==> src/ipc_pkg.sv <==
package ipc_pkg;

  localparam int unsigned ADDR_W = 128;
  localparam int unsigned LEN_W  = 8;

  localparam logic [LEN_W-1:0] V4_BITS = 8'd32;
  localparam logic [LEN_W-1:0] V6_BITS = 8'd128;

  localparam logic FAM_V4 = 1'b0;
  localparam logic FAM_V6 = 1'b1;

  // sign codes of the order field
  localparam logic [1:0] ORD_LESS    = 2'b11;
  localparam logic [1:0] ORD_EQUAL   = 2'b00;
  localparam logic [1:0] ORD_GREATER = 2'b01;

  typedef struct packed {
    logic              family;
    logic [LEN_W-1:0]  bits;
    logic [ADDR_W-1:0] addr;
  } ipc_value_t;

  typedef struct packed {
    logic [1:0] order;
    logic       is_less;
    logic       is_less_equal;
    logic       is_equal;
    logic       is_greater_equal;
    logic       is_greater;
    logic       is_not_equal;
    logic       within_res;
    logic       within_or_same;
    logic       contains;
    logic       contains_or_same;
    logic       first_host_bits_clear;
  } ipc_result_t;

  // top n bits set, n in 0..128
  function automatic logic [ADDR_W-1:0] top_mask(input logic [LEN_W-1:0] n);
    top_mask = ~({ADDR_W{1'b1}} >> n);
  endfunction

  // family maximum prefix length
  function automatic logic [LEN_W-1:0] fam_max(input logic family);
    fam_max = (family == FAM_V6) ? V6_BITS : V4_BITS;
  endfunction

endpackage

==> src/ipc_compare.sv <==
module ipc_compare (
  input  ipc_pkg::ipc_value_t  a,
  input  ipc_pkg::ipc_value_t  b,
  output ipc_pkg::ipc_result_t res
);

  logic [ipc_pkg::LEN_W-1:0]  a_max, b_max, a_len, b_len, min_len;
  logic [ipc_pkg::ADDR_W-1:0] m_a, m_b, m_min, m_fam, diff;
  logic [ipc_pkg::ADDR_W-1:0] pa, pb, fa, fb;
  logic                       same, match_a, match_b;
  logic [1:0]                 ord;

  always_comb begin
    a_max   = ipc_pkg::fam_max(a.family);
    b_max   = ipc_pkg::fam_max(b.family);
    a_len   = (a.bits > a_max) ? a_max : a.bits;
    b_len   = (b.bits > b_max) ? b_max : b.bits;
    min_len = (a_len < b_len) ? a_len : b_len;
    same    = (a.family == b.family);

    m_a   = ipc_pkg::top_mask(a_len);
    m_b   = ipc_pkg::top_mask(b_len);
    m_min = ipc_pkg::top_mask(min_len);
    m_fam = ipc_pkg::top_mask(a_max);

    diff    = a.addr ^ b.addr;
    match_a = ((diff & m_a) == '0);
    match_b = ((diff & m_b) == '0);

    pa = a.addr & m_min;
    pb = b.addr & m_min;
    fa = a.addr & m_fam;
    fb = b.addr & m_fam;

    if (!same) begin
      ord = (a.family > b.family) ? ipc_pkg::ORD_GREATER : ipc_pkg::ORD_LESS;
    end else if (pa != pb) begin
      ord = (pa > pb) ? ipc_pkg::ORD_GREATER : ipc_pkg::ORD_LESS;
    end else if (a_len != b_len) begin
      ord = (a_len > b_len) ? ipc_pkg::ORD_GREATER : ipc_pkg::ORD_LESS;
    end else if (fa != fb) begin
      ord = (fa > fb) ? ipc_pkg::ORD_GREATER : ipc_pkg::ORD_LESS;
    end else begin
      ord = ipc_pkg::ORD_EQUAL;
    end

    res.order            = ord;
    res.is_less          = (ord == ipc_pkg::ORD_LESS);
    res.is_less_equal    = (ord != ipc_pkg::ORD_GREATER);
    res.is_equal         = (ord == ipc_pkg::ORD_EQUAL);
    res.is_greater_equal = (ord != ipc_pkg::ORD_LESS);
    res.is_greater       = (ord == ipc_pkg::ORD_GREATER);
    res.is_not_equal     = (ord != ipc_pkg::ORD_EQUAL);

    res.within_res       = same && (a_len >  b_len) && match_b;
    res.within_or_same   = same && (a_len >= b_len) && match_b;
    res.contains         = same && (a_len <  b_len) && match_a;
    res.contains_or_same = same && (a_len <= b_len) && match_a;

    // host bits: inside the family width, beyond the prefix
    res.first_host_bits_clear = ((a.addr & m_fam & ~m_a) == '0);
  end

endmodule

==> src/ip_prefix_compare_contain_core.sv <==
// IPv4/IPv6 network compare and containment core.
//
// Input channel (in_valid/in_ready) carries one item: two network values,
// each a family, a prefix length and a 128-bit address split in hi/lo
// halves, IPv4 in the top 32 bits. Output channel (out_valid/out_ready)
// carries one result item per input item: order sign, six relational flags,
// four containment flags and the host-bits-clear flag of the first value.
//
// Two register stages: an input register, the compare logic, a result
// register. An accepted item is loaded into the input register, then into
// the result register, from which it is taken. Throughput is one item per
// cycle while the receiver does not stall; the critical path is the masked
// 128-bit magnitude compare between the two registers.
//
// When the receiver stalls, the result register holds, and the input
// register still takes one more item; in_ready drops only when both stages
// are full and out_ready is low. Synchronous reset empties both stages;
// the block carries no other state.
module ip_prefix_compare_contain_core (
  input  logic              clk,
  input  logic              rst,
  input  logic              in_valid,
  output logic              in_ready,
  input  logic              a_family,
  input  logic [7:0]        a_bits,
  input  logic [63:0]       a_addr_hi,
  input  logic [63:0]       a_addr_lo,
  input  logic              b_family,
  input  logic [7:0]        b_bits,
  input  logic [63:0]       b_addr_hi,
  input  logic [63:0]       b_addr_lo,
  output logic              out_valid,
  input  logic              out_ready,
  output logic signed [1:0] order,
  output logic              is_less,
  output logic              is_less_equal,
  output logic              is_equal,
  output logic              is_greater_equal,
  output logic              is_greater,
  output logic              is_not_equal,
  output logic              within_res,
  output logic              within_or_same,
  output logic              contains,
  output logic              contains_or_same,
  output logic              first_host_bits_clear
);

  // input stage
  logic                 s1_valid;
  ipc_pkg::ipc_value_t  s1_a, s1_b;

  // result stage
  ipc_pkg::ipc_result_t res, cmp_res;
  logic                 out_adv;

  assign out_adv  = !out_valid || out_ready;
  assign in_ready = !s1_valid || out_adv;

  always_ff @(posedge clk) begin
    if (rst) begin
      s1_valid  <= 1'b0;
      out_valid <= 1'b0;
    end else begin
      if (in_ready) s1_valid <= in_valid;
      if (out_adv) out_valid <= s1_valid;
    end
  end

  // payload registers, no reset needed
  always_ff @(posedge clk) begin
    if (in_valid && in_ready) begin
      s1_a <= '{family: a_family, bits: a_bits, addr: {a_addr_hi, a_addr_lo}};
      s1_b <= '{family: b_family, bits: b_bits, addr: {b_addr_hi, b_addr_lo}};
    end
    if (out_adv && s1_valid) res <= cmp_res;
  end

  ipc_compare u_compare (
    .a   (s1_a),
    .b   (s1_b),
    .res (cmp_res)
  );

  assign order                 = $signed(res.order);
  assign is_less               = res.is_less;
  assign is_less_equal         = res.is_less_equal;
  assign is_equal              = res.is_equal;
  assign is_greater_equal      = res.is_greater_equal;
  assign is_greater            = res.is_greater;
  assign is_not_equal          = res.is_not_equal;
  assign within_res            = res.within_res;
  assign within_or_same        = res.within_or_same;
  assign contains              = res.contains;
  assign contains_or_same      = res.contains_or_same;
  assign first_host_bits_clear = res.first_host_bits_clear;

endmodule

==> config.mk <==
export PLATFORM = sky130hd
export DESIGN_NAME = ip_prefix_compare_contain_core
export DESIGN_NICKNAME = d
export VERILOG_FILES = /design/src/ipc_pkg.sv /design/src/ipc_compare.sv /design/src/ip_prefix_compare_contain_core.sv
export SDC_FILE = /design/constraint.sdc
export NUM_CORES = 1
export LEC_CHECK = 0
export ABC_AREA = 1
export BUFFER_PORTS_ARGS = -buffer_cell sky130_fd_sc_hd__buf_2
export CAP_MARGIN = 20
export CELL_PAD_IN_SITES_DETAIL_PLACEMENT = 0
export CELL_PAD_IN_SITES_GLOBAL_PLACEMENT = 1
export CORE_MARGIN = 3
export CORE_UTILIZATION = 44
export CTS_BUF_LIST = sky130_fd_sc_hd__clkbuf_8 sky130_fd_sc_hd__clkbuf_16
export CTS_CLUSTER_DIAMETER = 60
export DETAILED_ROUTE_END_ITERATION = 12
export PLACE_DENSITY = 0.91
export SYNTH_ARGS = -nofsm -noshare
export SYNTH_HDL_FRONTEND = slang
export SYNTH_SLANG_ARGS = --single-unit
export TNS_END_PERCENT = 100
==> constraint.sdc <==
create_clock -name clk -period 8.77 [get_ports clk]
set_input_delay 1.754 -clock clk [delete_from_list [all_inputs] [get_ports clk]]
set_output_delay 1.754 -clock clk [all_outputs]
set_load 0.01 [all_outputs]
== After elaboration in Yosys (flattened, before gate mapping) ==
Index checks and enable logic that the tools add are counted.

* $lt $le $gt $ge: 9
* Eq/ne operators: 8
* Shifts and indexed selects: 4
* Multiplexer cells: 13
* Bitwise logic cells: 13
* Reductions and logical operators: 19

{| class="wikitable"
|+ Operators by type and width
! cell !! count
|-
| $and 128x128->128 || 7
|-
| $not 128->128 || 5
|-
| $shr 128x8->128 const A || 4
|-
| $logic_not 128->1 || 3
|-
| $gt 128x128->1 || 2
|-
| $ne 128x128->1 || 2
|-
| $xor 128x128->128 || 1
|-
| $mux 8 || 5
|-
| $gt 8x8->1 || 3
|-
| $mux 2 || 8
|-
| $logic_and 1x1->1 || 10
|-
| $ge 8x8->1 || 1
|-
| $le 8x8->1 || 1
|-
| $lt 8x8->1 || 1
|-
| $ne 8x8->1 || 1
|-
| $eq 2x1->1 const B || 1
|-
| $eq 2x2->1 const B || 1
|-
| $logic_not 1->1 || 2
|-
| $logic_not 2->1 || 1
|-
| $logic_or 1x1->1 || 2
|-
| $ne 2x1->1 const B || 1
|-
| $ne 2x2->1 const B || 1
|-
| $reduce_bool 2->1 || 1
|-
| $eq 1x1->1 || 1
|-
| $gt 1x1->1 || 1
|}

* Bits in registers: 289
* Bits of input ports: 278
* Output and inout bits: 15
* Logic and storage cells: 86

== Logic depth before layout (Yosys ltp) ==
* Depth after elaboration: 13
* Depth in mapped cells: 47

== Hierarchy ==
From an unflattened synthesis, not the netlist that was laid out.

* Cells, all modules: 3392
* Area total of the unflattened synthesis: 24957.7 um2

{| class="wikitable"
|+ Modules (own cells, without submodules)
! module !! instances !! cells each !! area each (um2) !! seq. area each (um2)
|-
| ipc_compare || 1 || 3093 || 16248.1 || 0.0
|-
| ip_prefix_compare_contain_core || 1 || 299 || 8709.6 || 8658.3
|}

== Worst setup path before layout ==
No wires, ideal clock.

* Kind: input -> register
* From: in out_ready
* To: reg s1_a[0] in the netlist's numbering (enable)
* Library setup time: 0.625 ns
* Data arrival time: 7.332 ns
* Data required time: 8.145 ns
* Slack: 0.813 ns
* Stages on the path: 4
* Path buffers: 0
* Cell sequence: inv_1 -> nand3_1 -> nand2_1 -> inv_1

* Longest elaborated chain between the ends: 3

{| class="wikitable"
|+ Ends and longest elaborated chain
! what !! line !! source
|-
| from (decl) || ip_prefix_compare_contain_core.sv:33 || <nowiki>input logic out_ready,</nowiki>
|-
| $logic_or 1x1->1 || ip_prefix_compare_contain_core.sv:56 || <nowiki>assign out_adv = !out_valid || out_ready;</nowiki>
|-
| $logic_or 1x1->1 || ip_prefix_compare_contain_core.sv:57 || <nowiki>assign in_ready = !s1_valid || out_adv;</nowiki>
|-
| named net in_ready || ip_prefix_compare_contain_core.sv:23 || <nowiki>output logic in_ready,</nowiki>
|-
| $logic_and 1x1->1 || ip_prefix_compare_contain_core.sv:71 || <nowiki>if (in_valid && in_ready) begin</nowiki>
|-
| to (signal assigned) || ip_prefix_compare_contain_core.sv:72 || <nowiki>s1_a <= '{family: a_family, bits: a_bits, addr: {a_addr_hi, a_addr_lo}};</nowiki>
|-
| to (decl) || ip_prefix_compare_contain_core.sv:50 || <nowiki>ipc_pkg::ipc_value_t s1_a, s1_b;</nowiki>
|}

The timed path passes the listed nets, and every way through them passes these cells.
A chain may end at the register's enable or synchronous reset.

==> results.md <==
* Area growth syn-to-layout at 14.52%
* Hold path startpoint: s1_valid$_SDFFE_PP0N_
* Path category of the worst min-delay check: reg2reg
* RSZ-0062 raised after global routing: no
* Clk sinks at 289
* Area of the core at 0.05542 mm2
* Worst r2r dst: is_less_equal$_DFFE_PP_
* Clock buffer depth at 3
* Synthesized cell area at 0.02478 mm2
* Worst Skew at 17.17 ps
* Vias in the first global route at 24956
* Crit path largest cell delay at 870 ps
* Maximum VDD drop at 0.0001824 V
* Die H at 243.3 um
* Routability congestion estimate at 1.106
* CTS tree: done
* Critical Path Source: s1_b[133]$_DFFE_PP_
* Htree depth at 1
* Final setup fails at 0
* Post-CTS Setup Inserts at 0
* Top cells by area, synth: edfxtp_1, nand2_1, ha_1, inv_1, nand3_1
* EDFF count, synth at 287
* Dpl hpwl at 108100 um
* Fin crit share at 92.81%
* Global Route Usage Sum at 43.03%
* Mean Syn Cell Area at 7.383 um2
* Most frequent cell on the critical path: nand2_1
* Initial drt markers at 3507
* Critical path class: reg2reg
* Clk slew on worst S/H paths at 60 ps
* Fin area at 0.02838 mm2
* Pre-Repair DR Iteration Count at 6
* Worst path arrival time at 8460 ps
* Die X at 243.3 um
* Fin nets at 4218
* CP max stage cell: o21ai_0
* Root Driver: clkbuf_16
* Clk Latency, worst-skew pair at 610 ps
* Ys async rst share at 0%
* Worst hold margin at 485.3 ps
* Vias per cell at 5.962
* Count of pins over their slew limit at 0
* Hold path depth at 2
* #FFs+latches synth at 289
* I/O pins at 293
* Global-route wire length before repair at 181300 um
* CP max FO at 22
* Vias at 26483
* Share of cells above drive strength 1 at 12.81%
* Number of max-cap violations at 0
* Delay-heaviest family, CP: simple AND/OR/NAND/NOR gates
* Worst R2R Start: s1_b[133]$_DFFE_PP_
* Critical path launch point type: flop
* FP Rows at 86
* Worst path buffer plus inverter count at 4
* Cells after synthesis at 3357
* # resized after CTS at 0
* Post-synthesis sequential area ratio at 34.94%
* Post-synth top area share at 34.77%
* Leak Pwr at 14.22 nW
* CP required at 9090 ps
* Primary FF master, synth: edfxtp_1
* Initial Utilization at 44.72%
* Syn_nets at 3903
* Tmin final at 8140 ps
* Final Non-Filler Cells at 4442
* Post-route setup TNS at 0 ps
* Worst rel slew slack at 14.55%
* Synth cell types at 56
* Die ar. at 0.05921 mm2
* R2R Setup Slk at 630 ps
* CTS Hold Bufs at 0
* Dominant cell type by area after synthesis: edfxtp_1
* Post-DP Area at 0.02739 mm2
* WL final at 130800 um
* CTS Buf Count at 30
* Status: finished clean
* Hold Path End: out_valid$_SDFFE_PP0P_
* Largest net degree at the start of global routing at 195
* Drt drc at 0
* Fmax achieved at 0.1229 GHz
* Fillers at 5478
* Avg WL per Cell at 29.44 um
* Dpl cells at 4387
* R2R depth at 34
* GR Overflow Total at 0
* Total power at 0.006035 W
* Final ANT Viol Nets at 0
* Initial antenna violation count at 11
* Pwr Density at 212.6 mW/mm2
* Final Hold Viols at 0
* Port bufs at 292
* CP endpoint kind: flop
* Worst Tran Pin Value at 1277 ps
* Synthesis Warnings at 0
==> layer usage <==
| layer | GRT usage (%) | routed length (um) | share of wire, % |
|---|---|---|---|
| met3 | 11.86 | 15300 | 12 |
| met5 | 0 | 61 | 0.047 |
| met1 | 57.44 | 52490 | 40 |
| met2 | 62.33 | 53090 | 41 |
| met4 | 25.29 | 9834 | 7.5 |
==> synth_stat cells (9+ instances only) <==
cell type  count
edfxtp_1     287
ha_1         268
clkbuf_1      41
o211ai_1      23
a21boi_0      34
o22ai_1       10
inv_2         13
o2111ai_1      9
inv_1        363
o21ai_0      199
buf_2         31
o21ai_1       16
a21oi_1      173
nor4_1        11
xnor2_1       15
xor2_1        81
nand2_2       11
nand3_1      244
a31oi_1       10
nor2_1       257
nand2_1     1064
nand4_1       46
o21a_1         9
nor3_1        26
and3_1        32
==> layout by cell type, fill, tap and decap left out, types with 5 or more instances in the layout <==
| master | count |
|---|---|
| buf_2 | 293 |
| xnor2_1 | 15 |
| ha_1 | 268 |
| and3_1 | 32 |
| nor2_2 | 9 |
| nand2_2 | 12 |
| nor3b_1 | 7 |
| o211ai_1 | 23 |
| nand2_4 | 5 |
| o21ai_0 | 199 |
| o21bai_1 | 6 |
| inv_1 | 363 |
| a21boi_1 | 6 |
| clkinv_2 | 7 |
| nor3_1 | 26 |
| a21boi_0 | 34 |
| nor4_1 | 11 |
| buf_4 | 74 |
| nand4_1 | 46 |
| edfxtp_1 | 287 |
| o2111ai_1 | 9 |
| clkinvlp_4 | 6 |
| o22ai_1 | 10 |
| a31oi_1 | 10 |
| clkbuf_16 | 31 |
| o21ai_1 | 15 |
| nand3_1 | 244 |
| o21a_1 | 9 |
| inv_2 | 13 |
| nor2_1 | 256 |
| xor2_1 | 81 |
| a21oi_1 | 173 |
| nand2_1 | 1063 |
| or2_2 | 5 |
==> cell type report <==
type / instances / area [um2] / share of cell area (%)
clock inverters: 21 / 210.2 / 0.7406
diodes: 2 / 5.005 / 0.01763
inverters: 379 / 1434 / 5.052
well taps: 748 / 935.9 / 3.297
flip-flops and latches: 289 / 8658 / 30.51
clock buffers: 31 / 775.7 / 2.733
multi-input cells: 2603 / 14300 / 50.39
repair buffers: 369 / 2062 / 7.265
==> worst reg2reg max path: cells and delay by family (launching register included) <==
kind,cells,cell delay [ps]
AND/OR/NAND/NOR,21,3090
adder cells (fa/ha/maj),3,980
flip-flops,1,440
AO/OA/AOI/OAI,6,2410
buffers and inverters,4,940
==> metrics by stage <==
stage          util (%)  setup WS, ps
2_1_floorplan         -         812.7
3_3_place_gp      49.42         926.5
3_5_place_dp      49.42         891.8
6_report          51.22         630.2
4_1_cts           51.20         888.4
5_1_grt           51.21         172.4
==> where the power goes <==
| group | switching [W] | total (W) | internal, W |
|---|---|---|---|
| Combinational | 0.00219 | 0.00305 | 0.000865 |
| Clock | 0.000551 | 0.00128 | 0.000728 |
| Sequential | 0.0000857 | 0.00170 | 0.00162 |
==> worst max-delay path by stage <==
| stage | end | slack [ps] | cells past startpoint |
|---|---|---|---|
| floorplan | s1_a[0]$_DFFE_PP_ | 810 | 4 |
| detailed placement | is_less_equal$_DFFE_PP_ | 890 | 34 |
| global route | is_less_equal$_DFFE_PP_ | 170 | 34 |
| global placement | is_less_equal$_DFFE_PP_ | 930 | 36 |
| CTS | is_less_equal$_DFFE_PP_ | 890 | 34 |
| finish | is_less_equal$_DFFE_PP_ | 630 | 34 |
==> kinds of logic after synthesis <==
group / synth area share [%]
compound gates: 11.61
simple gates: 29.14
buf+inv: 7.396
xor+xnor: 3.393
flops: 34.94
fa+ha+maj: 13.53
Note: power is estimated with default switching activity, not from simulation.
